==> src/lbg_pkg.sv <==
// Shared types, register codes and constants for the LED bar graph pattern generator.
`default_nettype none

package lbg_pkg;

    // Field widths of the request and result items.
    localparam int LBG_VALUE_W    = 7;
    localparam int LBG_TIME_W     = 32;
    localparam int LBG_MASK_W     = 16;
    localparam int LBG_HIGH_W     = 7;
    localparam int LBG_INTERVAL_W = 16;

    // Configuration port shape: four registers, data as wide as the widest one.
    localparam int LBG_CFG_IDX_W  = 2;
    localparam int LBG_CFG_DATA_W = 16;

    localparam int LBG_NUM_LEDS_DEFAULT = 16;

    // Register indexes on the configuration port.
    localparam logic [LBG_CFG_IDX_W-1:0] LBG_REG_FILL_PATTERN = 2'd0;
    localparam logic [LBG_CFG_IDX_W-1:0] LBG_REG_HIGH_PERCENT = 2'd1;
    localparam logic [LBG_CFG_IDX_W-1:0] LBG_REG_FLASH_ENABLE = 2'd2;
    localparam logic [LBG_CFG_IDX_W-1:0] LBG_REG_FLASH_INTERVAL = 2'd3;

    // Full scale of a reading; a reading plus the band width at or above this is in the band.
    localparam logic [LBG_VALUE_W:0] LBG_FULL_SCALE = 8'd100;

    // Division by 100 as a multiply by a scaled reciprocal, exact for products below 2^15.
    localparam int LBG_DIV100_SHIFT = 20;
    localparam int LBG_DIV100_MUL   = (1 << LBG_DIV100_SHIFT) / 100 + 1;

    // Division by 10 of a seven bit reading, exact over the whole range.
    localparam int LBG_DIV10_SHIFT = 11;
    localparam logic [7:0] LBG_DIV10_MUL = 8'd205;
    localparam logic [3:0] LBG_TEN       = 4'd10;
    localparam logic [LBG_VALUE_W-1:0] LBG_ROUND_LIMIT = 7'd5;

    localparam logic [LBG_INTERVAL_W-1:0] LBG_INTERVAL_RESET = 16'd100;

    typedef enum logic [1:0] {
        PAT_LEFT   = 2'd0,
        PAT_RIGHT  = 2'd1,
        PAT_CENTER = 2'd2,
        PAT_EDGES  = 2'd3
    } lbg_pattern_t;

    typedef struct packed {
        logic [LBG_VALUE_W-1:0] value_percent;
        logic [LBG_TIME_W-1:0]  now_ms;
    } lbg_in_t;

    typedef struct packed {
        logic [LBG_MASK_W-1:0] led_mask;
        logic                  blink_phase;
    } lbg_out_t;

    typedef struct packed {
        lbg_pattern_t              fill_pattern;
        logic [LBG_HIGH_W-1:0]     high_percent;
        logic                      flash_enable;
        logic [LBG_INTERVAL_W-1:0] flash_interval_ms;
    } lbg_cfg_t;

endpackage

`default_nettype wire

==> src/lbg_count.sv <==
// Lit LED count from a percentage reading, with rounding and saturation.
`default_nettype none

module lbg_count #(
    parameter int NUM_LEDS = lbg_pkg::LBG_NUM_LEDS_DEFAULT
) (
    input  wire logic [lbg_pkg::LBG_VALUE_W-1:0] value_percent,
    output logic [$clog2(NUM_LEDS+1)-1:0]        count
);
    import lbg_pkg::*;

    localparam int CNT_W  = $clog2(NUM_LEDS + 1);
    localparam int MULT   = NUM_LEDS * LBG_DIV100_MUL;
    localparam int PROD_W = LBG_VALUE_W + $clog2(MULT + 1);
    localparam int Q_W    = PROD_W - LBG_DIV100_SHIFT;
    localparam int D10_W  = LBG_VALUE_W + 8;

    logic [PROD_W-1:0]      prod;
    logic [Q_W-1:0]         quot;
    logic [CNT_W-1:0]       base;
    logic [D10_W-1:0]       prod10;
    logic [3:0]             tens;
    logic [LBG_VALUE_W-1:0] rem;
    logic                   round_up;

    // value * NUM_LEDS / 100 folded into one constant multiply.
    assign prod = PROD_W'(value_percent) * PROD_W'(MULT);
    assign quot = prod[PROD_W-1:LBG_DIV100_SHIFT];

    always_comb
    begin
        if (quot > Q_W'(NUM_LEDS))
        begin
            base = CNT_W'(NUM_LEDS);
        end
        else
        begin
            base = CNT_W'(quot);
        end
    end

    assign prod10   = D10_W'(value_percent) * D10_W'(LBG_DIV10_MUL);
    assign tens     = prod10[LBG_DIV10_SHIFT+3:LBG_DIV10_SHIFT];
    assign rem      = value_percent - LBG_VALUE_W'(tens) * LBG_VALUE_W'(LBG_TEN);
    assign round_up = (rem >= LBG_ROUND_LIMIT) && (base < CNT_W'(NUM_LEDS));
    assign count    = round_up ? base + CNT_W'(1) : base;

endmodule

`default_nettype wire

==> src/lbg_mask.sv <==
// Places the lit LEDs according to the selected fill pattern.
`default_nettype none

module lbg_mask #(
    parameter int NUM_LEDS = lbg_pkg::LBG_NUM_LEDS_DEFAULT
) (
    input  wire lbg_pkg::lbg_pattern_t          fill_pattern,
    input  wire logic [$clog2(NUM_LEDS+1)-1:0]  count,
    output logic [NUM_LEDS-1:0]                 mask
);
    import lbg_pkg::*;

    localparam int CNT_W = $clog2(NUM_LEDS + 1);
    localparam int SUM_W = CNT_W + 1;
    localparam int MID   = NUM_LEDS / 2;

    logic [SUM_W-1:0] cnt_x;
    logic [SUM_W-1:0] half;

    assign cnt_x = SUM_W'(count);
    assign half  = SUM_W'(count >> 1);

    // Each LED is decided on its own; the middle LED of the centre pattern lights at zero.
    always_comb
    begin
        for (int i = 0; i < NUM_LEDS; i++)
        begin
            unique case (fill_pattern)
                PAT_LEFT:   mask[i] = SUM_W'(i) < cnt_x;
                PAT_RIGHT:  mask[i] = (SUM_W'(i) + cnt_x) >= SUM_W'(NUM_LEDS);
                PAT_CENTER: mask[i] = ((SUM_W'(i) + half) >= SUM_W'(MID))
                                      && (SUM_W'(i) <= (SUM_W'(MID) + half));
                PAT_EDGES:  mask[i] = (SUM_W'(i) < half)
                                      || ((SUM_W'(i) + half) >= SUM_W'(NUM_LEDS));
            endcase
        end
    end

endmodule

`default_nettype wire

==> src/lbg_blink.sv <==
// Blink phase state and the interval timer on the request timestamps.
`default_nettype none

module lbg_blink (
    input  wire logic                           clk,
    input  wire logic                           rst_n,
    input  wire lbg_pkg::lbg_cfg_t              cfg,
    input  wire logic                           step,
    input  wire logic                           in_band,
    input  wire logic [lbg_pkg::LBG_TIME_W-1:0] now_ms,
    output logic                                blink_on
);
    import lbg_pkg::*;

    logic                  blink_on_reg;
    logic                  blink_on_next;
    logic [LBG_TIME_W-1:0] last_toggle_reg;
    logic [LBG_TIME_W-1:0] last_toggle_next;
    logic [LBG_TIME_W-1:0] elapsed;
    logic                  flashing;

    assign flashing = cfg.flash_enable && in_band;
    // Wraps modulo 2^32 with the free-running timestamp.
    assign elapsed  = now_ms - last_toggle_reg;

    always_comb
    begin
        blink_on_next    = blink_on_reg;
        last_toggle_next = last_toggle_reg;
        if (flashing)
        begin
            if (elapsed >= LBG_TIME_W'(cfg.flash_interval_ms))
            begin
                blink_on_next    = !blink_on_reg;
                last_toggle_next = now_ms;
            end
        end
        else
        begin
            blink_on_next = 1'b1;
        end
    end

    assign blink_on = blink_on_next;

    always_ff @(posedge clk or negedge rst_n)
    begin
        if (!rst_n)
        begin
            blink_on_reg    <= 1'b1;
            last_toggle_reg <= '0;
        end
        else if (step)
        begin
            blink_on_reg    <= blink_on_next;
            last_toggle_reg <= last_toggle_next;
        end
    end

    a_forced_lit: assert property (@(posedge clk) disable iff (!rst_n)
        step && !flashing |=> blink_on_reg)
        else $error("blink phase not forced to lit outside the flashing band");

    a_toggle_time_held: assert property (@(posedge clk) disable iff (!rst_n)
        !step |=> $stable(last_toggle_reg) && $stable(blink_on_reg))
        else $error("blink state changed without a request being processed");

endmodule

`default_nettype wire

==> src/led_bar_graph_pattern.sv <==
// Top level of the LED bar graph pattern generator: handshake stages, configuration and result.
`default_nettype none

// Each request carries a reading in percent and a millisecond timestamp and yields one LED mask.
// The block takes one request per clock cycle while the output is not stalled; each request
// waits in the input register and then passes the count, pattern and blink logic on its way to
// the result register. A result waiting on a stalled output does not stop the input register
// from taking a new request while it is empty. The lit count is value * NUM_LEDS / 100, raised by
// one when the reading ends in 5 to 9 and the bar is not yet full; readings above 100 saturate.
// With flashing enabled and the reading in the top band, the blink phase toggles whenever the
// time since the last toggle reaches the interval, and the mask is dark in the unlit phase.
// Configuration is written through a plain write port and should only change while idle.
module led_bar_graph_pattern #(
    parameter int NUM_LEDS = lbg_pkg::LBG_NUM_LEDS_DEFAULT
) (
    input  wire logic                               clk,
    input  wire logic                               rst_n,
    input  wire logic                               in_valid,
    output logic                                    in_ready,
    input  wire lbg_pkg::lbg_in_t                   in_data,
    output logic                                    out_valid,
    input  wire logic                               out_ready,
    output lbg_pkg::lbg_out_t                       out_data,
    input  wire logic                               cfg_write_en,
    input  wire logic [lbg_pkg::LBG_CFG_IDX_W-1:0]  cfg_index,
    input  wire logic [lbg_pkg::LBG_CFG_DATA_W-1:0] cfg_data
);
    import lbg_pkg::*;

    localparam int CNT_W    = $clog2(NUM_LEDS + 1);
    localparam int OUT_LEDS = (NUM_LEDS < LBG_MASK_W) ? NUM_LEDS : LBG_MASK_W;

    lbg_cfg_t               cfg_reg;
    logic                   s1_valid_reg;
    lbg_in_t                s1_data_reg;
    logic                   out_valid_reg;
    lbg_out_t               out_data_reg;
    lbg_out_t               out_data_next;
    logic                   s1_adv;
    logic [CNT_W-1:0]       count;
    logic [NUM_LEDS-1:0]    mask;
    logic                   in_band;
    logic                   blink_on;

    // Configuration registers.
    always_ff @(posedge clk or negedge rst_n)
    begin
        if (!rst_n)
        begin
            cfg_reg.fill_pattern      <= PAT_LEFT;
            cfg_reg.high_percent      <= '0;
            cfg_reg.flash_enable      <= 1'b0;
            cfg_reg.flash_interval_ms <= LBG_INTERVAL_RESET;
        end
        else if (cfg_write_en)
        begin
            unique case (cfg_index)
                LBG_REG_FILL_PATTERN:   cfg_reg.fill_pattern <= lbg_pattern_t'(cfg_data[1:0]);
                LBG_REG_HIGH_PERCENT:   cfg_reg.high_percent <= cfg_data[LBG_HIGH_W-1:0];
                LBG_REG_FLASH_ENABLE:   cfg_reg.flash_enable <= cfg_data[0];
                LBG_REG_FLASH_INTERVAL: cfg_reg.flash_interval_ms <= cfg_data;
            endcase
        end
    end

    // The input register moves on whenever the result register is empty or being emptied,
    // so a new request may enter in the same cycle as the previous one moves forward.
    assign s1_adv   = s1_valid_reg && (!out_valid_reg || out_ready);
    assign in_ready = !s1_valid_reg || s1_adv;

    always_ff @(posedge clk or negedge rst_n)
    begin
        if (!rst_n)
        begin
            s1_valid_reg <= 1'b0;
        end
        else if (in_ready)
        begin
            s1_valid_reg <= in_valid;
        end
    end

    always_ff @(posedge clk)
    begin
        if (in_ready && in_valid)
        begin
            s1_data_reg <= in_data;
        end
    end

    // The band test compares the reading against the top band, widened to avoid overflow.
    assign in_band = ((LBG_VALUE_W + 1)'(s1_data_reg.value_percent)
                      + (LBG_VALUE_W + 1)'(cfg_reg.high_percent)) >= LBG_FULL_SCALE;

    lbg_count #(
        .NUM_LEDS (NUM_LEDS)
    ) u_count (
        .value_percent (s1_data_reg.value_percent),
        .count         (count)
    );

    lbg_mask #(
        .NUM_LEDS (NUM_LEDS)
    ) u_mask (
        .fill_pattern (cfg_reg.fill_pattern),
        .count        (count),
        .mask         (mask)
    );

    // The blink state advances only when the request leaves the input register.
    lbg_blink u_blink (
        .clk      (clk),
        .rst_n    (rst_n),
        .cfg      (cfg_reg),
        .step     (s1_adv),
        .in_band  (in_band),
        .now_ms   (s1_data_reg.now_ms),
        .blink_on (blink_on)
    );

    // LEDs beyond the sixteen output bits are dropped; a shorter bar is zero padded.
    always_comb
    begin
        out_data_next.blink_phase = blink_on;
        if (!blink_on && in_band)
        begin
            out_data_next.led_mask = '0;
        end
        else
        begin
            out_data_next.led_mask = LBG_MASK_W'(mask[OUT_LEDS-1:0]);
        end
    end

    always_ff @(posedge clk or negedge rst_n)
    begin
        if (!rst_n)
        begin
            out_valid_reg <= 1'b0;
        end
        else if (s1_adv)
        begin
            out_valid_reg <= 1'b1;
        end
        else if (out_ready)
        begin
            out_valid_reg <= 1'b0;
        end
    end

    always_ff @(posedge clk)
    begin
        if (s1_adv)
        begin
            out_data_reg <= out_data_next;
        end
    end

    assign out_valid = out_valid_reg;
    assign out_data  = out_data_reg;

    a_dark_phase: assert property (@(posedge clk) disable iff (!rst_n)
        out_valid_reg && !out_data_reg.blink_phase |-> out_data_reg.led_mask == '0)
        else $error("unlit blink phase delivered with LEDs lit");

    a_request_kept: assert property (@(posedge clk) disable iff (!rst_n)
        s1_valid_reg && !s1_adv |=> s1_valid_reg)
        else $error("request dropped from the input register while stalled");

endmodule

`default_nettype wire
==> config.mk <==
export PLATFORM = sky130hd
export DESIGN_NAME = led_bar_graph_pattern
export DESIGN_NICKNAME = d
export VERILOG_FILES = /design/src/lbg_pkg.sv /design/src/lbg_count.sv /design/src/lbg_mask.sv /design/src/lbg_blink.sv /design/src/led_bar_graph_pattern.sv
export SDC_FILE = /design/constraint.sdc
export NUM_CORES = 1
export LEC_CHECK = 0
export ABC_AREA = 1
export BUFFER_PORTS_ARGS = -buffer_cell sky130_fd_sc_hd__buf_2
export CAP_MARGIN = 20
export CORE_MARGIN = 2
export CORE_UTILIZATION = 25
export CTS_CLUSTER_SIZE = 10
export DETAILED_ROUTE_END_ITERATION = 8
export PLACE_DENSITY = 0.47
export SYNTH_ARGS = -nofsm -noshare
export SYNTH_HDL_FRONTEND = slang
export SYNTH_SLANG_ARGS = --single-unit
==> constraint.sdc <==
create_clock -name clk -period 9.1 [get_ports clk]
set_clock_uncertainty 0.05 [all_clocks]
set_input_delay 0.455 -clock clk [delete_from_list [all_inputs] [get_ports clk]]
set_output_delay 0.455 -clock clk [all_outputs]
set_load 0.01 [all_outputs]
; ---- After elaboration in Yosys (flattened, before gate mapping)
; Cells that the tools add are included.
[totals]
ff_bits = 117
in_bits = 62
[classes]
n_addsub = 34
mul = 3
magnitude_cmp = 101
n_eq_ne = 6
muxes = 22
n_reduce_logical = 51
[op_table]
columns = operator, count
row1 = $ge 6x5->1 const B, 30
row2 = $ge 6x4->1 const B, 15
row3 = $pmux 1 s4, 16
row4 = $add 4x5->6 const A, 8
row5 = $le 4x6->1 const A, 8
row6 = $add 4x4->5 const A, 8
row7 = $lt 4x5->1 const A, 8
row8 = $ge 32x16->1, 1
row9 = $lt 4x4->1 const A, 8
row10 = $sub 32x32->32, 1
row11 = $add 3x5->6 const A, 4
row12 = $le 3x6->1 const A, 4
row13 = $logic_and 1x1->1, 21
row14 = $add 3x4->5 const A, 4
row15 = $lt 3x5->1 const A, 4
row16 = $mul 7x13->20 const B, 1
row17 = $logic_or 1x1->1, 18
row18 = $lt 3x4->1 const A, 4
row19 = $mul 7x8->15 const B, 1
row20 = $add 2x5->6 const A, 2
row21 = $le 1x6->1 const A, 2
row22 = $le 2x6->1 const A, 2
row23 = $add 2x4->5 const A, 2
row24 = $lt 1x5->1 const A, 2
row25 = 25 further kinds, 43

; ---- Logic depth before layout (Yosys ltp)
; Gate-level depths: netlist (run 1).
[logic_depth]
ltp_word = 10
ltp_mapped = 46
ltp_nobuf = 45

; ---- Cells and area by module
; Synthesis (run 1) repeated with hierarchy kept, for this count alone.
[hier_totals]
hier_cells = 1709
area_unflattened_um2 = 11970.2
[modules_own_cells]
columns = module, n_inst, cells_each, area_each_um2, seq_area_each_um2
row1 = lbg_blink, 1, 775, 4419.2, 827.0
row2 = led_bar_graph_pattern, 1, 249, 3330.7, 2386.0
row3 = lbg_count, 1, 422, 2971.6, 0.0
row4 = lbg_mask, 1, 263, 1248.7, 0.0

; ---- Least setup slack after synthesis (run 1)
; No wires, ideal clock.
[synth_path]
path_type = register to register
start = register s1_data_reg[37] (netlist bit)
end = register out_data_reg (netlist bit out_data[4]), data pin
t_arrival_ps = 6723
required_ps = 8801
setup_slack_ps = 2078
path_stages_with_launch = 41
n_path_buf = 0
synth_period_minus_slack_ps = 7022
path_cell_list = edfxtp_1 ha_1 inv_1 fa_1 inv_1 ha_1 inv_1 fa_1 inv_1 ha_1 nand4_1 o221ai_1 nand2_1 nand2_1 xor2_1 inv_1 ha_1 ha_1 (+5 left out) nand2_1 nand2_1 nand3b_1 nand3_4 nand3_4 o21bai_4 nand2_4 inv_1 ha_1 inv_1 nand2_1 nand2_1 nand2_1 nand2_1 a21oi_1 nand3_1 nand2_1 inv_1
[synth_between]
elab_chain_cells = 10
elab_cells_between_ends = 29
classes_between = add/sub (6) / mul (3) / order compare (10) / mux (4) / reduce/logical (6)
[synth_rtl]
columns = element, line_no
row1 = start: declaration, led_bar_graph_pattern.sv:35  ; lbg_in_t s1_data_reg;
row2 = start signal: assignment, led_bar_graph_pattern.sv:87  ; s1_data_reg <= in_data;
row3 = $mul 7x8->15 or $mul 7x13->20 (tied branches), "lbg_count.sv:42, lbg_count.sv:27"
row4 = $mul 4x3->6 or $gt 5x5->1 (tied branches), "lbg_count.sv:44, lbg_count.sv:32"
row5 = $sub 7x7->7 or $mux 5 (tied branches), "lbg_count.sv:44, lbg_count.sv:32"
row6 = $ge 7x3->1 or $lt 5x5->1 (tied branches), lbg_count.sv:45  ; assign round_up = (rem >= LBG_ROUND_LIMIT) && (base < CNT_W'(NUM_LEDS));
row7 = $logic_and 1x1->1, lbg_count.sv:45
row8 = $mux 5, lbg_count.sv:46  ; assign count = round_up ? base + CNT_W'(1) : base;
row9 = $add 2x4->5 or $add 4x4->5 (tied branches), "lbg_mask.sv:31, lbg_mask.sv:34, lbg_mask.sv:32"
row10 = "$ge 6x5->1, or another cell as far along", lbg_mask.sv:34  ; || ((SUM_W'(i) + half) >= SUM_W'(NUM_LEDS));
row11 = $logic_or 1x1->1 or $logic_and 1x1->1 (tied branches), "lbg_mask.sv:34, lbg_mask.sv:32"
row12 = $pmux 1 s4, lbg_mask.sv:28  ; unique case (fill_pattern)
row13 = end signal: assignment, led_bar_graph_pattern.sv:155  ; out_data_reg <= out_data_next;
row14 = end: declaration, led_bar_graph_pattern.sv:37  ; lbg_out_t out_data_reg;
; Parallel ways exist; a longest one is shown, timed or not.
; A chain may end at the register's enable or synchronous reset.

; ---- Worst setup path in the final report (run 1)
[layout_path]
start = register s1_data_reg[36] (netlist bit)
end = register out_data_reg (netlist bit out_data[4]), data pin
; The elaborated chain is that of the path after synthesis.

==> results of run 1 <==
## power by group through the flow
stage	clock network [mW]	registers [mW]	logic (mW)
6_report	0.662	0.777	2.96
5_1_grt	0.705	0.796	3.43
4_1_cts	0.682	0.781	2.98
3_5_place_dp	0	0.791	2.96
3_3_place_gp	0	0.789	2.95
2_1_floorplan	0	0.790	2.26
## final timing paths
kind	start	endpoint	slack, ns	depth (start not counted)
max in group asynchronous	rst_n	u_blink.last_toggle_reg[6]	8.31	2
hold / removal	rst_n	out_valid	0.13	2
hold reg to reg	u_blink.blink_on_reg	u_blink.blink_on_reg	0.44	2
setup / recovery	s1_data_reg[36]	out_data[4]	1.06	42
min in group clk	in_data[27]	s1_data_reg[27]	0.13	1
setup reg to reg	s1_data_reg[36]	out_data[4]	1.06	42
## cells in the final DEF, fill, tap and decap left out, types with 3 or more instances in the layout
cell,synthesis,layout
nor4_1,3,3
buf_2,7,80
nand4_1,24,24
nand2_2,7,7
a21o_1,4,4
nor2_1,135,135
ha_1,150,150
or2_2,3,3
o21ai_1,4,4
o211ai_1,9,9
clkbuf_16,0,17
nand3_4,5,5
edfxtp_1,56,56
o21ai_0,57,57
nor2_2,8,8
nand3b_1,6,6
fa_1,29,29
a31oi_1,5,5
nand2_1,362,362
o21bai_1,9,9
dfrtp_1,57,57
nor3_1,5,5
dfstp_2,4,4
clkinvlp_4,0,4
nand2_4,4,4
inv_1,286,285
nand3_1,98,98
a21boi_0,4,4
clkinv_4,0,3
inv_2,2,3
xnor2_1,6,6
a21oi_1,103,103
inv_6,1,6
xor2_1,20,20
## critical path: cells and delay by family (launching register included)
kind	cells	cell delay (ns)
AOI/OAI and AO/OA	3	0.57
xor gates and xnor gates	1	0.22
adders and majority gates	10	3.66
buffers and inverters	10	0.84
DFF	1	0.61
and+or+nand+nor	18	1.82
## per-layer routing
metal | up-vias | routed length [um] | global-route usage (%)
li1 | 5034 | - | -
met1 | 4320 | 14700 | 18.0
met2 | 137 | 13800 | 22.2
met3 | 31 | 981 | 2.58
met4 | 2 | 396 | 3.31
met5 | - | 13 | 0
## cells by family (layout without fill, tap and decap cells)
logic type / Yosys count / after routing / share of synthesized area, %
AND/OR/NAND/NOR: 672 / 672 / 26.3
buffers and inverters: 309 / 403 / 11.0
AO/OA/AOI/OAI: 205 / 205 / 10.4
adder cells (fa/ha/maj): 179 / 179 / 21.8
flip-flops: 117 / 117 / 28.5
XOR/XNOR: 26 / 26 / 2.02
## stage by stage
| step | util (%) | hold slack (ns) | instance area [um2] | total power [mW] |
|---|---|---|---|---|
| 6_report | 29.0 | 0.129 | 12800 | 4.40 |
| 5_1_grt | 29.0 | 0.109 | 12800 | 4.93 |
| 4_1_cts | 29.0 | 0.108 | 12800 | 4.44 |
| 3_5_place_dp | 27.7 | 0.426 | 12300 | 3.75 |
| 3_3_place_gp | 27.7 | 0.428 | 12300 | 3.74 |
| 2_1_floorplan | - | 0.109 | 11300 | 3.05 |
## final cells by class
| type | instances | area (um2) | area share, % |
|---|---|---|---|
| repair buffers | 82 | 419 | 3.26 |
| clock inverters | 15 | 146 | 1.14 |
| multi-input cells | 1082 | 6810 | 53.0 |
| well taps | 592 | 741 | 5.77 |
| flip-flops and latches | 117 | 3210 | 25.0 |
| inverters | 289 | 1090 | 8.48 |
| clock buffers | 17 | 425 | 3.31 |
==> impl_metrics.toml, run 1 <==
[status]
run_status = "complete, no violations"

[sta]
setup_viol = 0
setup_tns_ns = 0
slew_violations = 0
slew_headroom_pct = 32.0
tightest_slew_ns = 1.02
fmax_ghz = 0.124
period_minus_slack_ns = 8.04
setup_ws_ns = 1.06
hold_viol = 0
fin_crit_sh_pct = 88.4
rsz0062_at_grt = "no"

[grt]
overflow = 0
antenna_found_initial = 1
grt_pass1_wl_um = 49900
grt_pass1_vias = 9703
grt_start_max_net_pins = 65
grtUsageTotal_pct = 13.5

[clock_network]
cts_tree = "built"
cts_max_level = 4
clock-sinks = 117
root_buffer = "clkbuf_16"
cts_hold_buf = 0
clk_latency_ns = 0.44
cts_resized = 0
clkTransAtPathRegs_ns = 0.06
cts_inserted_buffers = 17
clk_path_buf_depth = 2
cts_setup_buffers = 0

[synthesis]
yosys-top-cells-count = "nand2_1, inv_1, ha_1"
async_reset_ff_share_pct = 52.1
yosys.area.top_type = "ha_1"
yosys_most_used_dff = "dfrtp_1"
synth_top_area_share_pct = 16.7
ys_seq_area_share_pct = 28.5
synth.avg_cell_area_um2 = 7.46
synth_nets = 1749
synth_area_um2 = 11300
synth_cell_types = 49
netlist_top_cells_area = "ha_1, edfxtp_1, dfrtp_1"
ys_seq_elements = 117
synth-edff-count = 56
synth_cells = 1508
synth_most_common_cell = "nand2_1"
ys.warnings.count = 0

[setup_path]
crit_top_cell = "nand2_1"
arrival_ns = 8.19
cp-end-kind = "flip-flop"
crit_type = "reg2reg"
crit_path_start_kind = "flip-flop"
cpPeakStageDelay_ns = 0.61
worst_path_max_delay_cell = "edfxtp_1"
cp.required_ns = 9.25
worstPathMaxFanout = 20

[drt]
drtIter0Drc = 516
first_pass_iters = 5
vias_per_cell = 4.34
routed_wirelength_um = 29900
route.detailed.drc = 0
wl_per_cell_um = 13.6
vias = 9524
antenna_left = 0

[floorplan]
die_area_um2 = 46700
core_area_um2 = 44300
initial_utilization_pct = 25.4
rows = 77
die_x_um = 216
io_pins = 81
dieHeight_um = 216

[cells_and_area]
stdcell_count = 2194
final_layout_size_suffix_gt1_share_pct = 10.1
nNetsFinal = 1830
antenna_cells = 0
largest_register_ffs = 39
syn_to_final_growth_pct = 14.1
fillers = 4886

[pwr]
ir_drop_uv = 139
p_sw_mw = 2.26
p_clk_share_pct = 15.0
power.density_nw_per_um2 = 343
power.internal_mw = 2.14
p_leak_nw = 6.79
pwr-share-seq_pct = 17.7
sw_frac_of_total_pct = 51.5
comb_power_share_pct = 67.3

[placement]
placed_cells = 2161
dp_hpwl_um = 24400
gp_congestion = 0.891
place_ws_ns = 1.07
io_buffers = 80

[min_path]
hold_class = "in2async"

[run]
drv_cap = 0
Note: power is estimated with default switching activity, not from simulation.
==> run 2: changes to the inputs <==
- MAX_ROUTING_LAYER: default -> met4
==> impl_metrics.toml, run 2 (synthesis results as in run 1) <==
[floorplan]
io_pins = 81
rows = 77
die_area_um2 = 46700
die_x_um = 216
dieHeight_um = 216
initial_utilization_pct = 25.4
core_area_um2 = 44300

[drt]
vias = 9593
dr_wl_met2_um = 13600
met1_length_um = 14600
routed_wirelength_um = 29800
route.met3.wl_um = 1150
drtIter0Drc = 408
vias_per_cell = 4.37
first_pass_iters = 5
top_layer_used = "met4"
route.detailed.drc = 0
antenna_left = 0
wl_per_cell_um = 13.6

[clock_network]
cts_max_level = 4
clkTransAtPathRegs_ns = 0.06
cts_setup_buffers = 0
clock-sinks = 117
clk_path_buf_depth = 2
cts_hold_buf = 0
cts_inserted_buffers = 17
clk_latency_ns = 0.44
root_buffer = "clkbuf_16"
cts_tree = "built"
cts_resized = 0

[sta]
fmax_ghz = 0.125
tightest_slew_ns = 1.02
setup_tns_ns = 0
fin_crit_sh_pct = 88.1
slew_headroom_pct = 31.9
slew_violations = 0
hold_viol = 0
setup_ws_ns = 1.08
rsz0062_at_grt = "no"
setup_viol = 0
period_minus_slack_ns = 8.02

[setup_path]
worstPathMaxFanout = 20
crit_type = "reg2reg"
crit_family = "adder cells"
crit_path_start_kind = "flip-flop"
worst_path_max_delay_cell = "edfxtp_1"
path_buf_inv = 9
cpPeakStageDelay_ns = 0.61
arrival_ns = 8.16
cp-end-kind = "flip-flop"
cp.required_ns = 9.24

[grt]
grt_pass1_wl_um = 48900
grt_start_max_net_pins = 65
overflow = 0
grtUsageTotal_pct = 13.6
antenna_found_initial = 1
grt_pass1_vias = 9677

[pwr]
comb_power_share_pct = 67.8
ir_drop_uv = 158
pwr-share-seq_pct = 17.8
p_sw_mw = 2.25
sw_frac_of_total_pct = 51.7
power.density_nw_per_um2 = 340
p_clk_share_pct = 14.4
p_leak_nw = 6.78
power.internal_mw = 2.11

[placement]
place_ws_ns = 1.05
gp_congestion = 0.901
io_buffers = 80
dp_hpwl_um = 24400

[cells_and_area]
final_util_pct = 28.9
final_layout_size_suffix_gt1_share_pct = 10.0
layout_common_cells = "nand2_1, inv_1, ha_1"
seq_area_um2 = 3210
fillers = 4918
syn_to_final_growth_pct = 14.0
nNetsFinal = 1830
largest_register_ffs = 39
multi_input_comb_area_um2 = 6810
layout_commonest_cell = "nand2_1"

[run]
drv_cap = 0

[status]
run_status = "complete, no violations"

[min_path]
hold_class = "in2async"
run 2: worst reg2reg max path: cells and delay by family (launching register included):
| family | cells | cell delay, ns |
|---|---|---|
| adder cells (fa/ha/maj) | 10 | 3.65 |
| AND/OR/NAND/NOR | 16 | 1.65 |
| buffers and inverters | 9 | 0.80 |
| AO/OA/AOI/OAI | 4 | 0.79 |
| flip-flops | 1 | 0.61 |
| XOR/XNOR | 1 | 0.21 |
run 2: routing by layer:
| layer | GRT usage [%] | vias up |
|---|---|---|
| li1 | - | 5026 |
| met1 | 17.2 | 4385 |
| met2 | 21.8 | 143 |
| met3 | 2.79 | 39 |
| met4 | 3.95 | 0 |
| met5 | - | - |
run 2: layout make-up:
| type | instances | area share [%] |
|---|---|---|
| Multi-Input combinational cell | 1082 | 53.1 |
| Sequential cell | 117 | 25.0 |
| Inverter | 289 | 8.50 |
| Tap cell | 592 | 5.77 |
| Clock buffer | 17 | 3.32 |
| Timing Repair Buffer | 82 | 3.30 |
| Clock inverter | 15 | 0.966 |
| Antenna cell | 1 | 0.0195 |
run 2: metrics by stage:
step           instances  total power [mW]  hold slack [ns]  cell area, um2
4_1_cts             2193              4.41            0.108           12800
3_5_place_dp        2161              3.75            0.429           12300
2_1_floorplan       1508              3.05            0.109           11300
3_3_place_gp        2161              3.74            0.429           12300
5_1_grt             2195              4.87            0.111           12800
6_report            2195              4.36            0.133           12800
run 2: power by group through the flow:
stage | clock, mW | sequential (mW) | combinational [mW]
floorplan | 0 | 0.790 | 2.26
global placement | 0 | 0.789 | 2.95
detailed placement | 0 | 0.790 | 2.96
CTS | 0.653 | 0.781 | 2.97
global route | 0.674 | 0.797 | 3.39
finish | 0.629 | 0.778 | 2.96
run 2: final timing paths:
check	slack (ns)	to	startpoint	cells after the start
max	1.08	out_data[4]	s1_data_reg[36]	40
min	0.13	s1_valid_reg	rst_n	2
max reg2reg	1.08	out_data[4]	s1_data_reg[36]	40
min reg2reg	0.44	u_blink.blink_on_reg	u_blink.blink_on_reg	2
max in group asynchronous	8.32	u_blink.last_toggle_reg[7]	rst_n	2
min in group clk	0.14	s1_data_reg[27]	in_data[27]	1
